### src/rtl/prf_pkg.sv
// Package for the Pollard-rho factor unit: state codes, result codes, limits.
// No dependencies.
`timescale 1ns / 1ps
package prf_pkg;

  localparam int unsigned EXP_LIMIT  = 26;
  localparam int unsigned STEP_BITS  = 27;
  localparam int unsigned DVD_BITS   = 64;
  localparam int unsigned FIELD_BITS = 64;

  localparam logic [1:0] ST_FOUND  = 2'd0;
  localparam logic [1:0] ST_FAILED = 2'd1;
  localparam logic [1:0] ST_RANGE  = 2'd2;

  localparam logic [3:0] REG_LOG_BASE = 4'd0;
  localparam logic [3:0] REG_ATT_CAP  = 4'd1;

  typedef enum logic [9:0] {
    S_IDLE     = 10'b0000000001,
    S_INC      = 10'b0000000010,
    S_START    = 10'b0000000100,
    S_MUL      = 10'b0000001000,
    S_DIFF     = 10'b0000010000,
    S_GCD_TWO  = 10'b0000100000,
    S_GCD      = 10'b0001000000,
    S_NEXT     = 10'b0010000000,
    S_QUOT     = 10'b0100000000,
    S_DONE     = 10'b1000000000
  } state_t;

endpackage

### src/rtl/prf_div.sv
// Restoring shift-subtract divider, one quotient bit per cycle.
// Depends on prf_pkg.
`timescale 1ns / 1ps
module prf_div
  import prf_pkg::*;
#(
  parameter int unsigned WORD_BITS = 64
) (
  input  logic                  clk,
  input  logic                  rst,
  input  logic                  start,
  input  logic [DVD_BITS-1:0]   dividend,
  input  logic [WORD_BITS-1:0]  divisor,
  output logic                  done,
  output logic [DVD_BITS-1:0]   quotient,
  output logic [WORD_BITS-1:0]  remainder
);

  localparam int unsigned CNT_BITS = $clog2(DVD_BITS + 1);

  logic                 busy;
  logic [CNT_BITS-1:0]  cnt;
  logic [DVD_BITS-1:0]  dvd;
  logic [WORD_BITS:0]   trial;
  logic [WORD_BITS:0]   diff;

  assign trial = {remainder, dvd[DVD_BITS-1]};
  assign diff  = trial - {1'b0, divisor};

  always_ff @(posedge clk) begin
    if (rst) begin
      busy <= 1'b0;
      done <= 1'b0;
      cnt  <= '0;
    end else begin
      done <= 1'b0;
      if (start) begin
        busy      <= 1'b1;
        cnt       <= CNT_BITS'(DVD_BITS);
        dvd       <= dividend;
        remainder <= '0;
        quotient  <= '0;
      end else if (busy) begin
        if (trial >= {1'b0, divisor}) begin
          remainder <= diff[WORD_BITS-1:0];
          quotient  <= {quotient[DVD_BITS-2:0], 1'b1};
        end else begin
          remainder <= trial[WORD_BITS-1:0];
          quotient  <= {quotient[DVD_BITS-2:0], 1'b0};
        end
        dvd <= {dvd[DVD_BITS-2:0], 1'b0};
        cnt <= cnt - 1'b1;
        if (cnt == CNT_BITS'(1)) begin
          busy <= 1'b0;
          done <= 1'b1;
        end
      end
    end
  end

endmodule

### src/rtl/pollard_rho_factor_u64_unit.sv
// Pollard-rho factor unit, top level: sequencer, modular square-add, binary gcd.
// Depends on prf_pkg and prf_div.
`timescale 1ns / 1ps
// One Pollard-rho attempt (Brent saving of the comparison point) per input
// transaction; one result transaction per input. The unit takes one item at a
// time and drops s_tready while it works. Each item first runs two start
// reductions through the shared divider, then per rho step (popcount-free) a
// double-and-add multiply, a difference, the binary gcd, which takes one shift
// or one subtract per cycle, and a step update; a found factor adds a divider
// pass for the cofactor.
// Steps run up to 2^(min(attempt,attempt_cap)+log_base_steps) - 1, exponent
// capped at 26. The serial multiply and gcd loops dominate the run time.
// Out-of-range composites answer directly with range status. Configuration
// writes are always taken (cfg_ready is high).
module pollard_rho_factor_u64_unit
  import prf_pkg::*;
#(
  parameter int unsigned WORD_BITS = 64
) (
  input  logic          clk,
  input  logic          rst,
  // composite[63:0], start_random[127:64], offset_random[135:128],
  // attempt[138:136], zero pad
  input  logic [143:0]  s_tdata,
  input  logic          s_tvalid,
  output logic          s_tready,
  // factor[63:0], zero pad
  output logic [71:0]   m_tdata,
  // status[1:0]
  output logic [1:0]    m_tuser,
  output logic          m_tvalid,
  input  logic          m_tready,
  input  logic          cfg_valid,
  output logic          cfg_ready,
  input  logic [3:0]    cfg_index,
  input  logic [7:0]    cfg_data
);

  localparam int unsigned W  = WORD_BITS;
  localparam int unsigned TW = $clog2(W) + 1;

  state_t state;

  // configuration
  logic [4:0] log_base_steps;
  logic [3:0] attempt_cap;

  // item state
  logic [W-1:0]          modulus;
  logic [W-1:0]          walker;
  logic [W-1:0]          saved_point;
  logic [W-1:0]          increment;
  logic [W-1:0]          mul_addend;
  logic [W-1:0]          mul_multiplier;
  logic [W-1:0]          mul_sum;
  logic [W-1:0]          gcd_left;
  logic [W-1:0]          gcd_right;
  logic [TW-1:0]         gcd_twos;
  logic [W-1:0]          gcd_value;
  logic [STEP_BITS-1:0]  step_index;
  logic [STEP_BITS-1:0]  step_limit;
  logic [63:0]           start_word;
  logic [63:0]           res_factor;
  logic [1:0]            res_status;

  // divider
  logic                  div_go;
  logic [DVD_BITS-1:0]   div_a;
  logic [W-1:0]          div_b;
  logic                  div_done;
  logic [DVD_BITS-1:0]   div_q;
  logic [W-1:0]          div_r;

  prf_div #(.WORD_BITS(W)) u_div (
    .clk       (clk),
    .rst       (rst),
    .start     (div_go),
    .dividend  (div_a),
    .divisor   (div_b),
    .done      (div_done),
    .quotient  (div_q),
    .remainder (div_r)
  );

  // input decode
  logic [W-1:0] in_n;
  logic         in_bad;
  logic [3:0]   att_min;
  logic [5:0]   expo_sum;
  logic [4:0]   expo;

  assign in_n     = s_tdata[W-1:0];
  assign in_bad   = (in_n[W-1:1] == '0) || (in_n[W-1] && (in_n[W-2:0] != '0));
  assign att_min  = ({1'b0, s_tdata[138:136]} < attempt_cap) ?
                    {1'b0, s_tdata[138:136]} : attempt_cap;
  assign expo_sum = {2'b00, att_min} + {1'b0, log_base_steps};
  assign expo     = (expo_sum > 6'(EXP_LIMIT)) ? 5'(EXP_LIMIT) : expo_sum[4:0];

  // modular double-and-add datapath
  logic [W-1:0] sum_add, sum_red, dbl_add, dbl_red;
  assign sum_add = mul_sum + mul_addend;
  assign sum_red = (sum_add >= modulus) ? sum_add - modulus : sum_add;
  assign dbl_add = {mul_addend[W-2:0], 1'b0};
  assign dbl_red = (dbl_add >= modulus) ? dbl_add - modulus : dbl_add;

  // (x - y) mod n
  logic [W-1:0] diff_raw, diff_val;
  assign diff_raw = walker - saved_point;
  assign diff_val = (walker < saved_point) ? diff_raw + modulus : diff_raw;

  logic [STEP_BITS-1:0] step_inc;
  logic                 step_pow2;
  assign step_inc  = step_index + 1'b1;
  assign step_pow2 = (step_index & (step_index - 1'b1)) == '0;

  logic [W-1:0] quot_w;
  assign quot_w = div_q[W-1:0];

  // divider kick: start reductions, then the cofactor division
  logic div_go_next;
  logic m_tvalid_next;
  assign div_go_next = ((state == S_IDLE) && s_tvalid && !in_bad) ||
                       ((state == S_INC) && div_done) ||
                       ((state == S_NEXT) && (gcd_value > W'(1)) &&
                        (gcd_value < modulus));
  // result register: loads from S_DONE, holds until taken
  assign m_tvalid_next = ((state == S_DONE) && (!m_tvalid || m_tready)) ||
                         (m_tvalid && !m_tready);

  assign s_tready  = (state == S_IDLE);
  assign cfg_ready = 1'b1;

  always_ff @(posedge clk) begin
    if (rst) begin
      m_tvalid <= 1'b0;
      div_go   <= 1'b0;
    end else begin
      m_tvalid <= m_tvalid_next;
      div_go   <= div_go_next;
    end
  end

  always_ff @(posedge clk) begin
    if (rst) begin
      state          <= S_IDLE;
      log_base_steps <= 5'd18;
      attempt_cap    <= 4'd5;
    end else begin
      if (cfg_valid) begin
        unique case (cfg_index)
          REG_LOG_BASE: log_base_steps <= cfg_data[4:0];
          REG_ATT_CAP:  attempt_cap    <= cfg_data[3:0];
          default: ;
        endcase
      end

      unique case (state)
        S_IDLE: begin
          if (s_tvalid) begin
            modulus    <= in_n;
            start_word <= s_tdata[127:64];
            step_limit <= STEP_BITS'(1) << expo;
            step_index <= STEP_BITS'(1);
            if (in_bad) begin
              res_factor <= 64'd1;
              res_status <= ST_RANGE;
              state      <= S_DONE;
            end else begin
              div_a  <= DVD_BITS'(s_tdata[135:128]);
              div_b  <= in_n - 1'b1;
              state  <= S_INC;
            end
          end
        end
        S_INC: begin
          if (div_done) begin
            increment <= div_r;
            div_a     <= start_word;
            state     <= S_START;
          end
        end
        S_START: begin
          if (div_done) begin
            walker      <= div_r + 1'b1;
            saved_point <= div_r + 1'b1;
            if (step_limit == STEP_BITS'(1)) begin
              res_factor <= 64'd1;
              res_status <= ST_FAILED;
              state      <= S_DONE;
            end else begin
              mul_addend     <= div_r + 1'b1;
              mul_multiplier <= div_r + 1'b1;
              mul_sum        <= increment;
              state          <= S_MUL;
            end
          end
        end
        S_MUL: begin
          if (mul_multiplier == '0) begin
            walker <= mul_sum;
            state  <= S_DIFF;
          end else begin
            if (mul_multiplier[0]) mul_sum <= sum_red;
            mul_addend     <= dbl_red;
            mul_multiplier <= mul_multiplier >> 1;
          end
        end
        S_DIFF: begin
          gcd_left  <= diff_val;
          gcd_right <= modulus;
          gcd_twos  <= '0;
          if (diff_val == '0) begin
            gcd_value <= modulus;
            state     <= S_NEXT;
          end else begin
            state <= S_GCD_TWO;
          end
        end
        S_GCD_TWO: begin
          // strip common factors of two
          if (!gcd_left[0] && !gcd_right[0]) begin
            gcd_left  <= gcd_left >> 1;
            gcd_right <= gcd_right >> 1;
            gcd_twos  <= gcd_twos + 1'b1;
          end else begin
            state <= S_GCD;
          end
        end
        S_GCD: begin
          priority if (!gcd_left[0]) begin
            gcd_left <= gcd_left >> 1;
          end else if (!gcd_right[0]) begin
            gcd_right <= gcd_right >> 1;
          end else if (gcd_left > gcd_right) begin
            gcd_left <= gcd_left - gcd_right;
          end else if (gcd_right > gcd_left) begin
            gcd_right <= gcd_right - gcd_left;
          end else begin
            gcd_value <= gcd_left << gcd_twos[TW-2:0];
            state     <= S_NEXT;
          end
        end
        S_NEXT: begin
          if (gcd_value != W'(1)) begin
            if (gcd_value > W'(1) && gcd_value < modulus) begin
              div_a  <= DVD_BITS'(modulus);
              div_b  <= gcd_value;
              state  <= S_QUOT;
            end else begin
              res_factor <= 64'd1;
              res_status <= ST_FAILED;
              state      <= S_DONE;
            end
          end else begin
            if (step_pow2) saved_point <= walker;
            step_index <= step_inc;
            if (step_inc < step_limit) begin
              mul_addend     <= walker;
              mul_multiplier <= walker;
              mul_sum        <= increment;
              state          <= S_MUL;
            end else begin
              res_factor <= 64'd1;
              res_status <= ST_FAILED;
              state      <= S_DONE;
            end
          end
        end
        S_QUOT: begin
          if (div_done) begin
            res_factor <= (quot_w < gcd_value) ? FIELD_BITS'(quot_w) : FIELD_BITS'(gcd_value);
            res_status <= ST_FOUND;
            state      <= S_DONE;
          end
        end
        S_DONE: begin
          if (!m_tvalid || m_tready) begin
            m_tdata  <= {8'd0, res_factor};
            m_tuser  <= res_status;
            state    <= S_IDLE;
          end
        end
        default: state <= S_IDLE;
      endcase
    end
  end

endmodule
### config.mk
export PLATFORM = sky130hd
export DESIGN_NAME = pollard_rho_factor_u64_unit
export DESIGN_NICKNAME = d
export VERILOG_FILES = /design/src/rtl/prf_pkg.sv /design/src/rtl/prf_div.sv /design/src/rtl/pollard_rho_factor_u64_unit.sv
export SDC_FILE = /design/constraint.sdc
export NUM_CORES = 2
export LEC_CHECK = 0
export BUFFER_PORTS_ARGS = -buffer_cell sky130_fd_sc_hd__buf_2
export CAP_MARGIN = 20
export CORE_UTILIZATION = 45
export CTS_CLUSTER_SIZE = 16
export DETAILED_ROUTE_END_ITERATION = 8
export PLACE_DENSITY_LB_ADDON = 0.08
export SYNTH_ARGS = -nofsm -noshare
export SYNTH_HDL_FRONTEND = slang
export SYNTH_HIERARCHICAL = 1
export SYNTH_SLANG_ARGS = --single-unit
### constraint.sdc
create_clock -name clk -period 34.6 [get_ports clk]
set_clock_uncertainty 0.2 [all_clocks]
set_input_delay 6.92 -clock clk [delete_from_list [all_inputs] [get_ports clk]]
set_output_delay 6.92 -clock clk [all_outputs]
set_load 0.03 [all_outputs]
Yosys cells after proc, flatten, opt, wreduce, memory -nomap -nowiden
Cells that the tools add are included.
{ "classes": {"order_cmp": 12, "shifts": 2, "addsub": 15, "bitwise_logic": 3, "muxes": 108, "n_reduce_logical": 59, "eq_ne": 44} }
{ "ops": {"columns": ["operator", "count"], "rows": [
  ["$mux W64", 56],
  ["$pmux W64 S3", 6],
  ["$pmux W64 S2", 4],
  ["$sub A64 B64 Y64", 6],
  ["$pmux W64 S4", 1],
  ["$lt A64 B64 Y1", 3],
  ["$mux W10", 16],
  ["$add A64 B64 Y64", 2],
  ["$ge A64 B64 Y1", 2],
  ["$gt A64 B64 Y1", 2],
  ["$logic_not A64 Y1", 2],
  ["$pmux W10 S10", 1],
  ["$ge A65 B64 Y1", 1],
  ["$add A64 B1 Y64 const B", 1],
  ["$gt A64 B1 Y1 const B", 1],
  ["$ne A64 B1 Y1 const B", 1],
  ["$shl A64 B6 Y64", 1],
  ["$sub A64 B1 Y64 const B", 1],
  ["$logic_not A63 Y1", 1],
  ["$reduce_bool A63 Y1", 1],
  ["$mux W27", 2],
  ["$pmux W27 S2", 1],
  ["$ne A2 B2 Y1 const B", 16],
  ["$add A27 B1 Y27 const B", 1],
  ["52 further kinds", 114]
]} }
{ "totals": {"word_cells": 277, "ff_bits": 1247, "input_bits": 161} }

Depth between registers and ports, before layout
{ "depth": {"depth_word": 7, "ltp_mapped": 31, "mapped_depth_nobuf": 29} }

Hierarchy
The synthesis kept the hierarchy.
{ "by_module_without_submodules": {"columns": ["module", "seq_area_each_um2", "area_per_inst_um2", "n_inst", "cells_each"], "rows": [
  ["pollard_rho_factor_u64_unit", 31169.9, 79089.6, 1, 8773],
  ["prf_div", 5945.7, 12509.5, 1, 1226]
]} }

Worst setup path before layout
OpenSTA, ideal clock, no wires.
{ "synth_path": {"path_kind": "in2reg", "startpoint": "input rst", "endpoint": "register mul_sum[0], enable pin", "t_arrival_ns": 17.834, "cell_stages": 4, "path_slack_ns": 16.140, "cell_sequence": "inv_1 > nand3_1 > nor3_1 > o21a_1"} }
{ "synth_via": {"elab_chain_cells": 2} }
{ "synth_rtl": {"columns": ["element", "line_no", "text"], "rows": [
  ["from (decl)", "pollard_rho_factor_u64_unit.sv:21", "input logic rst,"],
  ["$not A1 Y1 (no source line)", null, null],
  ["$reduce_and A8 Y1 (no source line)", null, null],
  ["to (signal assigned)", "pollard_rho_factor_u64_unit.sv:193", "mul_sum <= increment;"],
  ["to (signal assigned)", "pollard_rho_factor_u64_unit.sv:203", "if (mul_multiplier[0]) mul_sum <= sum_red;"],
  ["to (signal assigned)", "pollard_rho_factor_u64_unit.sv:260", "mul_sum <= increment;"],
  ["to (decl)", "pollard_rho_factor_u64_unit.sv:55", "logic [W-1:0] mul_sum;"]
]} }
No other way between the ends.
A chain may end at the register's enable or synchronous reset.

Worst setup path in the final report
{ "layout_path": {"startpoint": "input s_tdata[24]", "endpoint": "register div_a[49], enable pin"} }
{ "layout_via": {"elab_chain_cells": 5} }
{ "layout_rtl": {"columns": ["element", "line_no", "text"], "rows": [
  ["from (decl)", "pollard_rho_factor_u64_unit.sv:24", "input logic [143:0] s_tdata,"],
  ["$reduce_bool A63 Y1", "pollard_rho_factor_u64_unit.sv:93", "assign in_bad = (in_n[W-1:1] == '0) || (in_n[W-1] && (in_n[W-2:0] != '0));"],
  ["$logic_and A1 B1 Y1", "pollard_rho_factor_u64_unit.sv:93", null],
  ["$logic_or A1 B1 Y1 (*)", "pollard_rho_factor_u64_unit.sv:93", null],
  ["$ne A2 B2 Y1 (no source line) (*)", null, null],
  ["$reduce_and A7 Y1 (no source line) (*)", null, null],
  ["to (signal assigned)", "pollard_rho_factor_u64_unit.sv:169", "div_a <= DVD_BITS'(s_tdata[135:128]);"],
  ["to (signal assigned)", "pollard_rho_factor_u64_unit.sv:178", "div_a <= start_word;"],
  ["to (signal assigned)", "pollard_rho_factor_u64_unit.sv:246", "div_a <= DVD_BITS'(modulus);"],
  ["to (decl)", "pollard_rho_factor_u64_unit.sv:68", "logic [DVD_BITS-1:0] div_a;"]
]} }
Every way passes the cells marked *; elsewhere a longest branch is shown, timed or not.

==> impl_metrics.env <==
export IMPL_result_of_the_run="complete, no violations"
export IMPL_chipWidth_microns=453.2
export IMPL_tritoncts_num_sinks=1246
export IMPL_syn_mean_instance_area_sq_um=9.161
export IMPL_io_buffers=220
export IMPL_die_h_microns=453.2
export IMPL_mostFrequentLayoutCells="sky130_fd_sc_hd__edfxtp_1 (1,216), sky130_fd_sc_hd__nand2_1 (1,071), sky130_fd_sc_hd__a21oi_1 (1,022)"
export IMPL_synthFlopType="sky130_fd_sc_hd__edfxtp_1"
export IMPL_synth_cell_type_count=115
export IMPL_cts_setup_buffers=0
export IMPL_path_cells="buf_2, or3_1, or4_1, nor3_1, nand2b_1, or3_1, or3_1, nor2_1, nand4_1, or3b_1, o22ai_1, a21oi_1, nor2_1, o21ai_0, a31oi_4, buf_4"
export IMPL_drtPass1Iterations=8
export IMPL_placement_rows=165
export IMPL_grt_pass1_wl_microns=548300
export IMPL_worstPathRequired_ps=34870
export IMPL_drc=0
export IMPL_drv_slew=0
export IMPL_layout_overhead_on_the_synthesized_area_pct=10.13
export IMPL_postPlaceCellArea_sq_mm=0.09578
export IMPL_final_min_clock_period_ps=12650
export IMPL_cts_resized=0
export IMPL_cellPowerDensity_mw_per_mm2=43.49
export IMPL_setup_worst_path_start_class="primary input"
export IMPL_placeableCoreArea_sq_mm=0.2021
export IMPL_final_period_utilization_pct=36.57
export IMPL_async_flop_share_pct=0
export IMPL_cts_htree_levels=4
export IMPL_ys_seq_area_share_pct=40.52
export IMPL_edff_count_synth=1216
export IMPL_timing_worst_slew_pin_value_ps=1191
export IMPL_cts_clk_slew_worst_paths_ps=60
export IMPL_cellLeakagePower_nw=40.12
export IMPL_finalHoldViolCount=0
export IMPL_detail_route_wl_per_cell_microns=30.23
export IMPL_initial_core_util_pct=45.32
export IMPL_timing_max_cap_violations=0
export IMPL_max_slew_headroom_at_the_worst_pin_pct=19.95
export IMPL_place_congestion=1.048
export IMPL_detailed_place_hpwl_microns=311600
export IMPL_ys_warn_count=6
export IMPL_vdd_ir_drop_worst_mv=0.05514
export IMPL_antenna_violating_nets_post_route=0
export IMPL_worstSkewPairLatency_ps=850
export IMPL_synth_largest_area_cell="sky130_fd_sc_hd__edfxtp_1"
export IMPL_critPathMaxStageDelay_ps=880
export IMPL_achievable_clock_frequency_ghz=0.07904
export IMPL_postCtsHoldBufs=0
export IMPL_route_detailed_vias_per_inst=6.275
export IMPL_ys_top_cells_by_area="sky130_fd_sc_hd__edfxtp_1 (40%), sky130_fd_sc_hd__ha_1 (9.3%), sky130_fd_sc_hd__a21oi_1 (5.6%), sky130_fd_sc_hd__nand2_1 (4.4%), sky130_fd_sc_hd__o21ai_0 (4.3%)"
export IMPL_synthCells=9999
export IMPL_timing_critical_path_slowest_stage_cell="sky130_fd_sc_hd__a31oi_4"
export IMPL_post_route_cell_area_sq_mm=0.1009
export IMPL_cpMostUsedCell="sky130_fd_sc_hd__or3_1"
export IMPL_route_vias_total=81050
export IMPL_number_of_setup_violations_in_the_final_report=0
export IMPL_place_worst_setup_slack_ps=21210
export IMPL_grt_pass1_vias=75150
export IMPL_critical_path_arrival_ps=12920
export IMPL_synthesis_area_sq_mm=0.09160
export IMPL_post_route_cells_drive_above_1_share_pct=8.493
export IMPL_unrepaired_setup_endpoints_after_global_routing="no"
export IMPL_timing_setup_critical_path_class="primary input to flip-flop"
export IMPL_min_delay_path_class="flip-flop to flip-flop"
export IMPL_cts_tree="yes"
export IMPL_fin_ws_ps=21950
export IMPL_cts_buffer_depth=3
export IMPL_ioPinCount=238
export IMPL_worstSetupEndpointType="flip-flop"
export IMPL_setup_tns_final_ps=0
export IMPL_grt_max_degree=112
export IMPL_mostFrequentLayoutCell="sky130_fd_sc_hd__edfxtp_1"
export IMPL_die_area_sq_mm=0.2054
export IMPL_path_max_fanout=41
export IMPL_fin_nets=10920
export IMPL_numCtsBuffers=149
export IMPL_globalRouteOverflowTotal=0
export IMPL_clockRootBuffer="sky130_fd_sc_hd__clkbuf_16"
export IMPL_ys_seq_elements=1246
export IMPL_yosysTopAreaCellShare_pct=39.86
export IMPL_initialDrtViolationCount=9916
export IMPL_global_route_usage_total_pct=37.13
export IMPL_grt_antenna_before_repair=40
export IMPL_finalWirelength_microns=390500
stage by stage:
| step | std cells | utilization (%) | power [mW] | hold slack (ps) |
|---|---|---|---|---|
| 6_report | 12920 | 49.91 | 4.388 | 219.6 |
| 5_1_grt | 12890 | 49.88 | 4.531 | 224.5 |
| 4_1_cts | 12870 | 49.85 | 4.383 | 218.3 |
| 3_5_place_dp | 12600 | 47.39 | 2.768 | 204.5 |
| 3_3_place_gp | 12590 | 47.37 | 2.761 | 205.1 |
| 2_1_floorplan | 10010 | - | 2.469 | 200.3 |
final cells by class:
type | count | area (sq um)
Fill cell | 19180 | 101200
Timing Repair Buffer | 392 | 2420
Clock inverter | 93 | 1075
Clock buffer | 180 | 3908
Multi-Input combinational cell | 7699 | 50690
Antenna cell | 47 | 117.6
Tap cell | 2672 | 3343
Sequential cell | 1246 | 37120
Inverter | 587 | 2203
synthesized netlist by cell type (158+ instances only):
cell type                  count
sky130_fd_sc_hd__nand3_1     170
sky130_fd_sc_hd__nand4_1     168
sky130_fd_sc_hd__nor2b_1     158
sky130_fd_sc_hd__o21ai_0     786
sky130_fd_sc_hd__edfxtp_1   1216
sky130_fd_sc_hd__clkbuf_1    380
sky130_fd_sc_hd__xor2_1      248
sky130_fd_sc_hd__mux2i_1     178
sky130_fd_sc_hd__a21o_1      336
sky130_fd_sc_hd__a21oi_1    1025
sky130_fd_sc_hd__nand2_1    1074
sky130_fd_sc_hd__ha_1        679
sky130_fd_sc_hd__nor2_1      859
sky130_fd_sc_hd__xnor2_1     375
sky130_fd_sc_hd__inv_1       584
cells by family after synthesis:
logic type	count (synthesis)	share of synthesized area, %
fa+ha+maj	690	9.493
mux	302	4.084
compound gates	2971	19.66
flops	1246	40.52
simple gates	3103	15.76
xor+xnor	623	5.957
buf+inv	1062	4.510
other cells	2	0.008199
critical path, delay by kind of cell:
kind                   cells  cell delay [ps]
AOI/OAI and AO/OA          4             1870
and+or+nand+nor           10             3320
buffers and inverters      2              740
path summary, 6_finish.rpt:
check             endpoint            from  slack (ps)  depth (start not counted)
max reg2reg  gcd_value[61]       walker[0]       24210                         26
min            m_tdata[43]  res_factor[43]         220                          0
min reg2reg    m_tdata[43]  res_factor[43]         220                          0
max              div_a[49]     s_tdata[24]       21950                         16
report_power, final:
part	internal, mW	switching [mW]	leakage, nW
logic	0.305	0.558	26.3
registers	1.80	0.105	11.4
clock network	0.904	0.719	2.39
total	3.01	1.38	40.1
per-layer routing:
metal	track usage [%]	share of wire (%)	vias to the layer above
met2	54.84	43	3851
met4	20.75	6.1	4
met1	50.85	42	39840
met3	7.105	9.0	637
met5	0	0.0072	-
li1	-	-	36720
(Power assumes the default switching activity.)
